## config.mk

```make
export PLATFORM = sky130hd
export DESIGN_NAME = line_pixel_walker_top
export DESIGN_NICKNAME = d
export VERILOG_FILES = /design/src/rtl/lpw_pkg.sv /design/src/rtl/lpw_walker.sv /design/src/rtl/lpw_out_stage.sv /design/src/rtl/line_pixel_walker_top.sv
export SDC_FILE = /design/constraint.sdc
export NUM_CORES = 1
export LEC_CHECK = 0
export BUFFER_PORTS_ARGS = -buffer_cell sky130_fd_sc_hd__buf_2
export CORE_MARGIN = 2
export CORE_UTILIZATION = 32
export CTS_CLUSTER_SIZE = 30
export DETAILED_ROUTE_END_ITERATION = 16
export SLEW_MARGIN = 20
export SYNTH_ARGS = -nofsm -noshare
export SYNTH_HDL_FRONTEND = slang
export SYNTH_SLANG_ARGS = --single-unit
```

## constraint.sdc

```tcl
create_clock -name clk -period 5.2 [get_ports clk]
set_input_delay 0.26 -clock clk [delete_from_list [all_inputs] [get_ports clk]]
set_output_delay 0.26 -clock clk [all_outputs]
set_load 0.03 [all_outputs]
```

## src/rtl/lpw_pkg.sv

```systemverilog
`timescale 1ns / 1ps
// ----------------------------------------------------------------------------
// lpw_pkg
// Shared types, codes and helpers for the line pixel walker.
// ----------------------------------------------------------------------------
package lpw_pkg;

  localparam int COORD_W = 9;
  localparam int ERR_W   = 11;
  localparam int COLOR_W = 16;
  localparam int CFG_IDX_W = 2;

  // panel height in rows, used for the landscape page flip
  localparam int SCREEN_ROWS = 480;
  localparam logic [COORD_W-1:0] ROWS_M1 = COORD_W'((SCREEN_ROWS - 1) % (1 << COORD_W));

  typedef logic [COORD_W-1:0] coord_t;
  typedef logic signed [ERR_W-1:0] err_t;
  typedef logic [COLOR_W-1:0] color_t;

  // input word commands
  typedef enum logic {
    CMD_LOAD = 1'b0,
    CMD_STEP = 1'b1
  } cmd_t;

  // configuration register indexes
  typedef enum logic [CFG_IDX_W-1:0] {
    REG_ORIENTATION = 2'd0,
    REG_DRAW_COLOR  = 2'd1,
    REG_SPARE_2     = 2'd2,
    REG_SPARE_3     = 2'd3
  } cfg_reg_t;

  localparam color_t DRAW_COLOR_RST = 16'hFFFF;

  typedef struct packed {
    logic   command;
    coord_t start_x;
    coord_t start_y;
    coord_t end_x;
    coord_t end_y;
  } in_word_t;

  typedef struct packed {
    coord_t panel_column;
    coord_t panel_page;
    color_t pixel_color;
    logic   last_pixel;
  } out_word_t;

  // result handoff from walker to output stage
  typedef struct packed {
    logic      emit;
    out_word_t word;
  } result_t;

  // one step along an axis, wrapping in nine bits
  function automatic coord_t step_coord(input coord_t v, input logic down);
    step_coord = down ? (v - coord_t'(1)) : (v + coord_t'(1));
  endfunction

endpackage

```

## src/rtl/lpw_walker.sv

```systemverilog
`timescale 1ns / 1ps
// ----------------------------------------------------------------------------
// lpw_walker
// Line state and one error-term update per accepted step word.
// ----------------------------------------------------------------------------
module lpw_walker (
  input  logic               clk,
  input  logic               rst_n,
  input  logic               accept,
  input  lpw_pkg::in_word_t  in_word,
  input  logic               orientation,
  input  lpw_pkg::color_t    draw_color,
  output lpw_pkg::result_t   result
);

  lpw_pkg::coord_t cursor_x_r, cursor_x_nxt;
  lpw_pkg::coord_t cursor_y_r, cursor_y_nxt;
  lpw_pkg::coord_t target_x_r, target_x_nxt;
  lpw_pkg::coord_t target_y_r, target_y_nxt;
  lpw_pkg::coord_t delta_x_r, delta_x_nxt;
  lpw_pkg::coord_t delta_y_r, delta_y_nxt;
  lpw_pkg::err_t   error_term_r, error_term_nxt;
  logic            x_decreasing_r, x_decreasing_nxt;
  logic            y_decreasing_r, y_decreasing_nxt;
  logic            y_major_r, y_major_nxt;
  logic            line_active_r, line_active_nxt;

  lpw_pkg::coord_t sx, sy, ex, ey;
  lpw_pkg::coord_t dx_ld, dy_ld, dmaj_ld;
  logic            ymaj_ld;
  lpw_pkg::err_t   err_sum;
  logic            is_last;

  assign sx = in_word.start_x;
  assign sy = in_word.start_y;
  assign ex = in_word.end_x;
  assign ey = in_word.end_y;

  // spans of a freshly loaded line
  assign dx_ld = (sx > ex) ? (sx - ex) : (ex - sx);
  assign dy_ld = (sy > ey) ? (sy - ey) : (ey - sy);
  assign ymaj_ld = (sy == ey) ? 1'b0 : ((sx == ex) ? 1'b1 : (dx_ld < dy_ld));
  assign dmaj_ld = ymaj_ld ? dy_ld : dx_ld;

  // error accumulate with the minor span
  assign err_sum = error_term_r
                 + lpw_pkg::err_t'({2'b00, (y_major_r ? delta_x_r : delta_y_r)});

  assign is_last = y_major_r ? (cursor_y_r == target_y_r) : (cursor_x_r == target_x_r);

  // current pixel in panel coordinates
  always_comb begin
    result.emit              = 1'b0;
    result.word.pixel_color  = draw_color;
    result.word.last_pixel   = is_last;
    if (orientation) begin
      result.word.panel_column = cursor_y_r;
      result.word.panel_page   = lpw_pkg::ROWS_M1 - cursor_x_r;
    end else begin
      result.word.panel_column = cursor_x_r;
      result.word.panel_page   = cursor_y_r;
    end
    if (accept && (in_word.command == lpw_pkg::CMD_STEP) && line_active_r) begin
      result.emit = 1'b1;
    end
  end

  // next line state
  always_comb begin
    cursor_x_nxt     = cursor_x_r;
    cursor_y_nxt     = cursor_y_r;
    target_x_nxt     = target_x_r;
    target_y_nxt     = target_y_r;
    delta_x_nxt      = delta_x_r;
    delta_y_nxt      = delta_y_r;
    error_term_nxt   = error_term_r;
    x_decreasing_nxt = x_decreasing_r;
    y_decreasing_nxt = y_decreasing_r;
    y_major_nxt      = y_major_r;
    line_active_nxt  = line_active_r;
    if (accept) begin
      if (in_word.command == lpw_pkg::CMD_LOAD) begin
        x_decreasing_nxt = 1'b0;
        y_decreasing_nxt = 1'b0;
        delta_x_nxt      = dx_ld;
        delta_y_nxt      = dy_ld;
        y_major_nxt      = ymaj_ld;
        line_active_nxt  = 1'b1;
        error_term_nxt   = -lpw_pkg::err_t'({3'b000, dmaj_ld[lpw_pkg::COORD_W-1:1]});
        if (sy == ey) begin
          // horizontal: walk from the lower x
          cursor_x_nxt = (sx < ex) ? sx : ex;
          target_x_nxt = (sx < ex) ? ex : sx;
          cursor_y_nxt = sy;
          target_y_nxt = sy;
          delta_y_nxt  = '0;
        end else if (sx == ex) begin
          // vertical: walk from the lower y
          cursor_y_nxt = (sy < ey) ? sy : ey;
          target_y_nxt = (sy < ey) ? ey : sy;
          cursor_x_nxt = sx;
          target_x_nxt = sx;
          delta_x_nxt  = '0;
        end else begin
          cursor_x_nxt     = sx;
          cursor_y_nxt     = sy;
          target_x_nxt     = ex;
          target_y_nxt     = ey;
          x_decreasing_nxt = (ex < sx);
          y_decreasing_nxt = (ey < sy);
        end
      end else if (line_active_r) begin
        if (is_last) begin
          line_active_nxt = 1'b0;
        end else if (y_major_r) begin
          cursor_y_nxt = lpw_pkg::step_coord(cursor_y_r, y_decreasing_r);
          if (delta_x_r != '0) begin
            if (!err_sum[lpw_pkg::ERR_W-1]) begin
              cursor_x_nxt   = lpw_pkg::step_coord(cursor_x_r, x_decreasing_r);
              error_term_nxt = err_sum - lpw_pkg::err_t'({2'b00, delta_y_r});
            end else begin
              error_term_nxt = err_sum;
            end
          end
        end else begin
          cursor_x_nxt = lpw_pkg::step_coord(cursor_x_r, x_decreasing_r);
          if (delta_y_r != '0) begin
            if (!err_sum[lpw_pkg::ERR_W-1]) begin
              cursor_y_nxt   = lpw_pkg::step_coord(cursor_y_r, y_decreasing_r);
              error_term_nxt = err_sum - lpw_pkg::err_t'({2'b00, delta_x_r});
            end else begin
              error_term_nxt = err_sum;
            end
          end
        end
      end
    end
  end

  // state registers
  always_ff @(posedge clk) begin
    if (!rst_n) begin
      cursor_x_r     <= '0;
      cursor_y_r     <= '0;
      target_x_r     <= '0;
      target_y_r     <= '0;
      delta_x_r      <= '0;
      delta_y_r      <= '0;
      error_term_r   <= '0;
      x_decreasing_r <= 1'b0;
      y_decreasing_r <= 1'b0;
      y_major_r      <= 1'b0;
      line_active_r  <= 1'b0;
    end else begin
      cursor_x_r     <= cursor_x_nxt;
      cursor_y_r     <= cursor_y_nxt;
      target_x_r     <= target_x_nxt;
      target_y_r     <= target_y_nxt;
      delta_x_r      <= delta_x_nxt;
      delta_y_r      <= delta_y_nxt;
      error_term_r   <= error_term_nxt;
      x_decreasing_r <= x_decreasing_nxt;
      y_decreasing_r <= y_decreasing_nxt;
      y_major_r      <= y_major_nxt;
      line_active_r  <= line_active_nxt;
    end
  end

  // a load always starts a line
  a_load_starts: assert property (@(posedge clk) disable iff (!rst_n)
    accept && (in_word.command == lpw_pkg::CMD_LOAD) |=> line_active_r)
    else $error("load did not start a line");

  // the final pixel ends the line
  a_last_ends: assert property (@(posedge clk) disable iff (!rst_n)
    result.emit && result.word.last_pixel |=> !line_active_r)
    else $error("line still active after last pixel");

  // pixels only come from an active line
  a_emit_active: assert property (@(posedge clk) disable iff (!rst_n)
    result.emit |-> line_active_r && accept)
    else $error("pixel emitted without an active line");

endmodule

```

## src/rtl/lpw_out_stage.sv

```systemverilog
`timescale 1ns / 1ps
// ----------------------------------------------------------------------------
// lpw_out_stage
// Result register between the walker and the output channel.
// ----------------------------------------------------------------------------
module lpw_out_stage (
  input  logic               clk,
  input  logic               rst_n,
  input  lpw_pkg::result_t   result,
  input  logic               out_stall,
  output logic               out_valid,
  output lpw_pkg::out_word_t out_word,
  output logic               in_stall
);

  logic               out_valid_r;
  lpw_pkg::out_word_t out_word_r;

  // hold the input back only while a finished word waits on a stalled sink
  assign in_stall  = out_valid_r && out_stall;
  assign out_valid = out_valid_r;
  assign out_word  = out_word_r;

  // valid flag
  always_ff @(posedge clk) begin
    if (!rst_n) begin
      out_valid_r <= 1'b0;
    end else if (result.emit) begin
      out_valid_r <= 1'b1;
    end else if (!out_stall) begin
      out_valid_r <= 1'b0;
    end
  end

  // payload
  always_ff @(posedge clk) begin
    if (result.emit) begin
      out_word_r <= result.word;
    end
  end

  // a new word never lands on a stalled one
  a_no_overwrite: assert property (@(posedge clk) disable iff (!rst_n)
    result.emit |-> !(out_valid_r && out_stall))
    else $error("result overwrote a stalled word");

  // an emitted word shows up the next cycle
  a_emit_shows: assert property (@(posedge clk) disable iff (!rst_n)
    result.emit |=> out_valid_r && (out_word_r == $past(result.word)))
    else $error("emitted word missing from output register");

  // output drops only after being taken
  a_drop_taken: assert property (@(posedge clk) disable iff (!rst_n)
    $fell(out_valid_r) |-> !$past(out_stall))
    else $error("output word lost while stalled");

endmodule

```

## src/rtl/line_pixel_walker_top.sv

```systemverilog
`timescale 1ns / 1ps
// ----------------------------------------------------------------------------
// line_pixel_walker_top
// Rasterizes a line into panel pixel addresses, one pixel per step word.
// ----------------------------------------------------------------------------
// The walker takes one input word per clock. A load word latches the two
// endpoints and emits nothing; each step word while a line is active emits
// one pixel (column, page, color, last flag), which appears in the output
// register in the cycle after the step is taken. The rate is one pixel per
// clock, set by the single error-term add and compare done per step. Input
// is stalled only while a finished word sits in the output register and the
// sink stalls. Configuration writes are taken in any cycle (cfg_ready is
// always high); indexes beyond the two registers are ignored.
module line_pixel_walker_top (
  input  logic                             clk,
  input  logic                             rst_n,
  input  logic                             in_valid,
  output logic                             in_stall,
  input  lpw_pkg::in_word_t                in_word,
  output logic                             out_valid,
  input  logic                             out_stall,
  output lpw_pkg::out_word_t               out_word,
  input  logic                             cfg_valid,
  output logic                             cfg_ready,
  input  logic [lpw_pkg::CFG_IDX_W-1:0]    cfg_index,
  input  logic [lpw_pkg::COLOR_W-1:0]      cfg_data
);

  logic             orientation_r;
  lpw_pkg::color_t  draw_color_r;
  logic             in_accept;
  lpw_pkg::result_t result;

  assign cfg_ready = 1'b1;
  assign in_accept = in_valid && !in_stall;

  // configuration registers
  always_ff @(posedge clk) begin
    if (!rst_n) begin
      orientation_r <= 1'b0;
      draw_color_r  <= lpw_pkg::DRAW_COLOR_RST;
    end else if (cfg_valid && cfg_ready) begin
      unique case (lpw_pkg::cfg_reg_t'(cfg_index))
        lpw_pkg::REG_ORIENTATION: orientation_r <= cfg_data[0];
        lpw_pkg::REG_DRAW_COLOR:  draw_color_r  <= cfg_data;
        default: ;
      endcase
    end
  end

  lpw_walker u_walker (
    .clk         (clk),
    .rst_n       (rst_n),
    .accept      (in_accept),
    .in_word     (in_word),
    .orientation (orientation_r),
    .draw_color  (draw_color_r),
    .result      (result)
  );

  lpw_out_stage u_out_stage (
    .clk       (clk),
    .rst_n     (rst_n),
    .result    (result),
    .out_stall (out_stall),
    .out_valid (out_valid),
    .out_word  (out_word),
    .in_stall  (in_stall)
  );

endmodule

```

==> results_dict.tcl <==
set metrics [dict create \
    crit_buf_inv 3 \
    crit_chain "buf_2 > inv_1 > ha_1 > a21o_1 > a21oi_2 > a21oi_4 > o21ai_4 > a211oi_1 > a31oi_1 > xor2_1 > inv_1 > ha_1 > nand4_1 > nor2_1 > o211ai_1 > a31o_1 > nand3_2 > nor3_1 > a21oi_1 > ha_1 > nand3_1 > mux2_2 > a221oi_2 > a21o_1" \
    holdCritPathClass "in -> reg" \
    async_flop_share_pct 0 \
    cp.arrival_ns 4.93 \
    multi_input_area_mm2 0.00593 \
    yosysSeqAreaShare_pct 30.1 \
    cts_root_buffer "clkbuf_16" \
    status "finished clean" \
    post_cts_buffers 0 \
    portBuffers 96 \
    dp_hpwl_mm 20.2 \
    slew_headroom_pct 30.8 \
    clkSlewWorstSetupHoldPaths_ns 0.06 \
    clk_latency_ns 0.43 \
    yosysTopAreaCell "dfxtp_1" \
    crit_fanout 9 \
    cts_resized 0 \
    syn_area_mm2 0.00929 \
    hold_violations 0 \
    syn_inst 1115 \
    ctsHoldBuffers 0 \
    grt_setup_unrepaired "false" \
    regArea_mm2 0.00279 \
    syn_avg_cell_area_um2 8.33 \
    routed_wl_mm 26.0 \
    synth_flop_cell "dfxtp_1" \
    grt_pass1_wl_mm 42.0 \
    timing.critical_path.slowest_cell_delay_ns 0.50 \
    synth_common_cells "115 x nor2_1, 106 x nand2_1, 98 x inv_1" \
    synth.most_common_cell "nor2_1" \
    fin_util_pct 37.6 \
    clk_path_buf_depth 2 \
    overflow 0 \
    antenna_found_initial 1 \
    wire_per_inst_um 16.3 \
    setup_viol 0 \
    clock-sinks 122 \
    nFillCells 2922 \
    grt_usage_pct 17.5 \
    fin_crit_ns 4.57 \
    endpoint_kind "register" \
    leakage_nw 4.82 \
    crit_required_ns 5.57 \
    crit_type "in -> reg" \
    crit_family "compound AO/OA/AOI/OAI gates" \
    yosys_warnings 0 \
    ys_ff_latch 122 \
    drc 0 \
    dieArea_mm2 0.0304 \
    p_per_area_mw_per_mm2 357 \
    insertedDiodeCount 0 \
    cts_tree "yes" \
    critPathSlowestCell "xor2_1" \
    yosys.area.top_type_share_pct 18.8 \
    fin_crit_sh_pct 87.8 \
    grt_max_degree 63 \
    via_count 8082 \
    h-tree-depth 4 \
    num_io_pins 98 \
    drv_slew 0 \
    die_x_um 174 \
    place_congestion 0.880 \
    synth_area_leaders "dfxtp_1 19%, ha_1 11%, edfxtp_1 11%" \
    layout-drive-gt1-share_pct 15.0 \
    path_common_cell "ha_1" \
    synth.distinct_cells 74 \
    fin_setup_tns_ns 0 \
    rrSetupSlack_ns 0.87 \
    drt-pass1-iter-count 5 \
    start_util_pct 32.4 \
    antenna_left 0 \
    drtIter0Drc 467 \
    vdd_drop_max_mv 0.166 \
    cap_violations 0 \
    nNetsFinal 1354 \
    crit_path_start_kind "input pin" \
    vias_per_cell 5.06 \
    skew_ns 0.0113 \
    rows 62 \
    syn_nets 1269 \
    area_growth_pct 16.0 \
    cts_buffers 17 \
    max_freq_ghz 0.219 \
    synth_edf_count 35 \
    max_slew.worst_pin.slew_ns 1.04 \
    fp.dieH_um 174 \
    grt_pass1_vias 7884 \
    core_region_area_mm2 0.0286 \
]
## report_power, final
part           internal (W)  switching, W  total (W)
sequential          0.00105     0.0000680    0.00112
combinational      0.000663      0.000876    0.00154
clock              0.000713      0.000479    0.00119
## worst reg2reg max path, cell delays in order, from the launching register on
cell and delay (ns):
dfxtp_1 0.52, mux2_2 0.38, ha_1 0.23, fa_1 0.43
a21o_1 0.18, a21oi_1 0.24, nor2b_1 0.08, o21a_1 0.19
nor2_1 0.12, xnor2_1 0.20, ha_1 0.34, a21o_1 0.17
a31oi_1 0.23, o211ai_1 0.16, a21boi_0 0.25, xor2_1 0.22
nor2_1 0.06, o32ai_1 0.24
## flip-flops by register name, summed over array words and instances (netlist names), 9 cells and up
signal	cells
u_out_stage.out_word	35
u_walker.cursor_y_r	9
u_walker.target_y_r	9
u_walker.target_x_r	9
u_walker.delta_y_r	9
u_walker.cursor_x_r	9
u_walker.error_term_r	11
u_walker.delta_x_r	9
draw_color_r	16
## area by class of cell
type | instances | area share, %
multi-input cells | 847 | 55.0
flip-flops and latches | 122 | 25.9
repair buffers | 113 | 5.64
well taps | 384 | 4.46
clock buffers | 17 | 3.95
inverters | 99 | 3.45
clock inverters | 15 | 1.54
## cells in the final DEF (no fill, tap or decap), types with 10 or more instances in the layout
cell,count
nand2_1,106
a21oi_1,77
nor2b_1,13
dfxtp_1,87
xnor2_1,46
buf_2,96
inv_1,98
o21bai_1,11
o211ai_1,17
nor3_1,13
buf_4,17
o21ai_0,63
a21o_1,26
xor2_1,24
ha_1,85
nand3_1,28
mux2_2,18
nor2_1,113
clkbuf_16,17
a211oi_1,21
nand3b_1,10
mux2i_1,46
edfxtp_1,35
a22oi_1,11
## final timing paths
path                                                 end               start  cells past startpoint
worst max-delay path            u_walker.error_term_r[4]          in_word[3]                     24
worst min-delay path                    draw_color_r[11]        cfg_data[11]                      3
worst max register to register  u_walker.error_term_r[9]  u_walker.y_major_r                     17
worst min register to register  u_out_stage.out_word[15]    draw_color_r[14]                      0
## metrics by stage
stage	std cells	worst slack, ns	hold slack, ns	cell area [um^2]	power [W]
4_1_cts	1597	0.675	0.0254	10800	0.00387
3_3_place_gp	1565	0.375	0.412	10200	0.00264
3_5_place_dp	1565	0.274	0.414	10200	0.00266
2_1_floorplan	1115	0.456	0.384	9290	0.00231
6_report	1597	0.634	0.0384	10800	0.00385
5_1_grt	1597	0.246	0.0303	10800	0.00411
## routing by layer
| metal | vias up | global-route usage, % | share of wire (%) |
|---|---|---|---|
| li1 | 4082 | - | - |
| met1 | 3815 | 21.8 | 45 |
| met2 | 147 | 30.4 | 48 |
| met3 | 36 | 3.08 | 4.0 |
| met4 | 2 | 5.85 | 2.7 |
| met5 | - | 0 | 0.050 |
## logic make-up (layout without fill, tap and decap cells)
kind of cell / Yosys count / in the layout / share of synthesized area, %
xor+xnor: 71 / 71 / 6.78
fa+ha+maj: 94 / 94 / 13.4
other cells: 1 / 1 / 0.0404
mux: 66 / 66 / 7.45
buf+inv: 146 / 244 / 6.17
compound gates: 289 / 289 / 20.3
flops: 122 / 122 / 30.1
simple gates: 326 / 326 / 15.8
(Power assumes the default switching activity.)
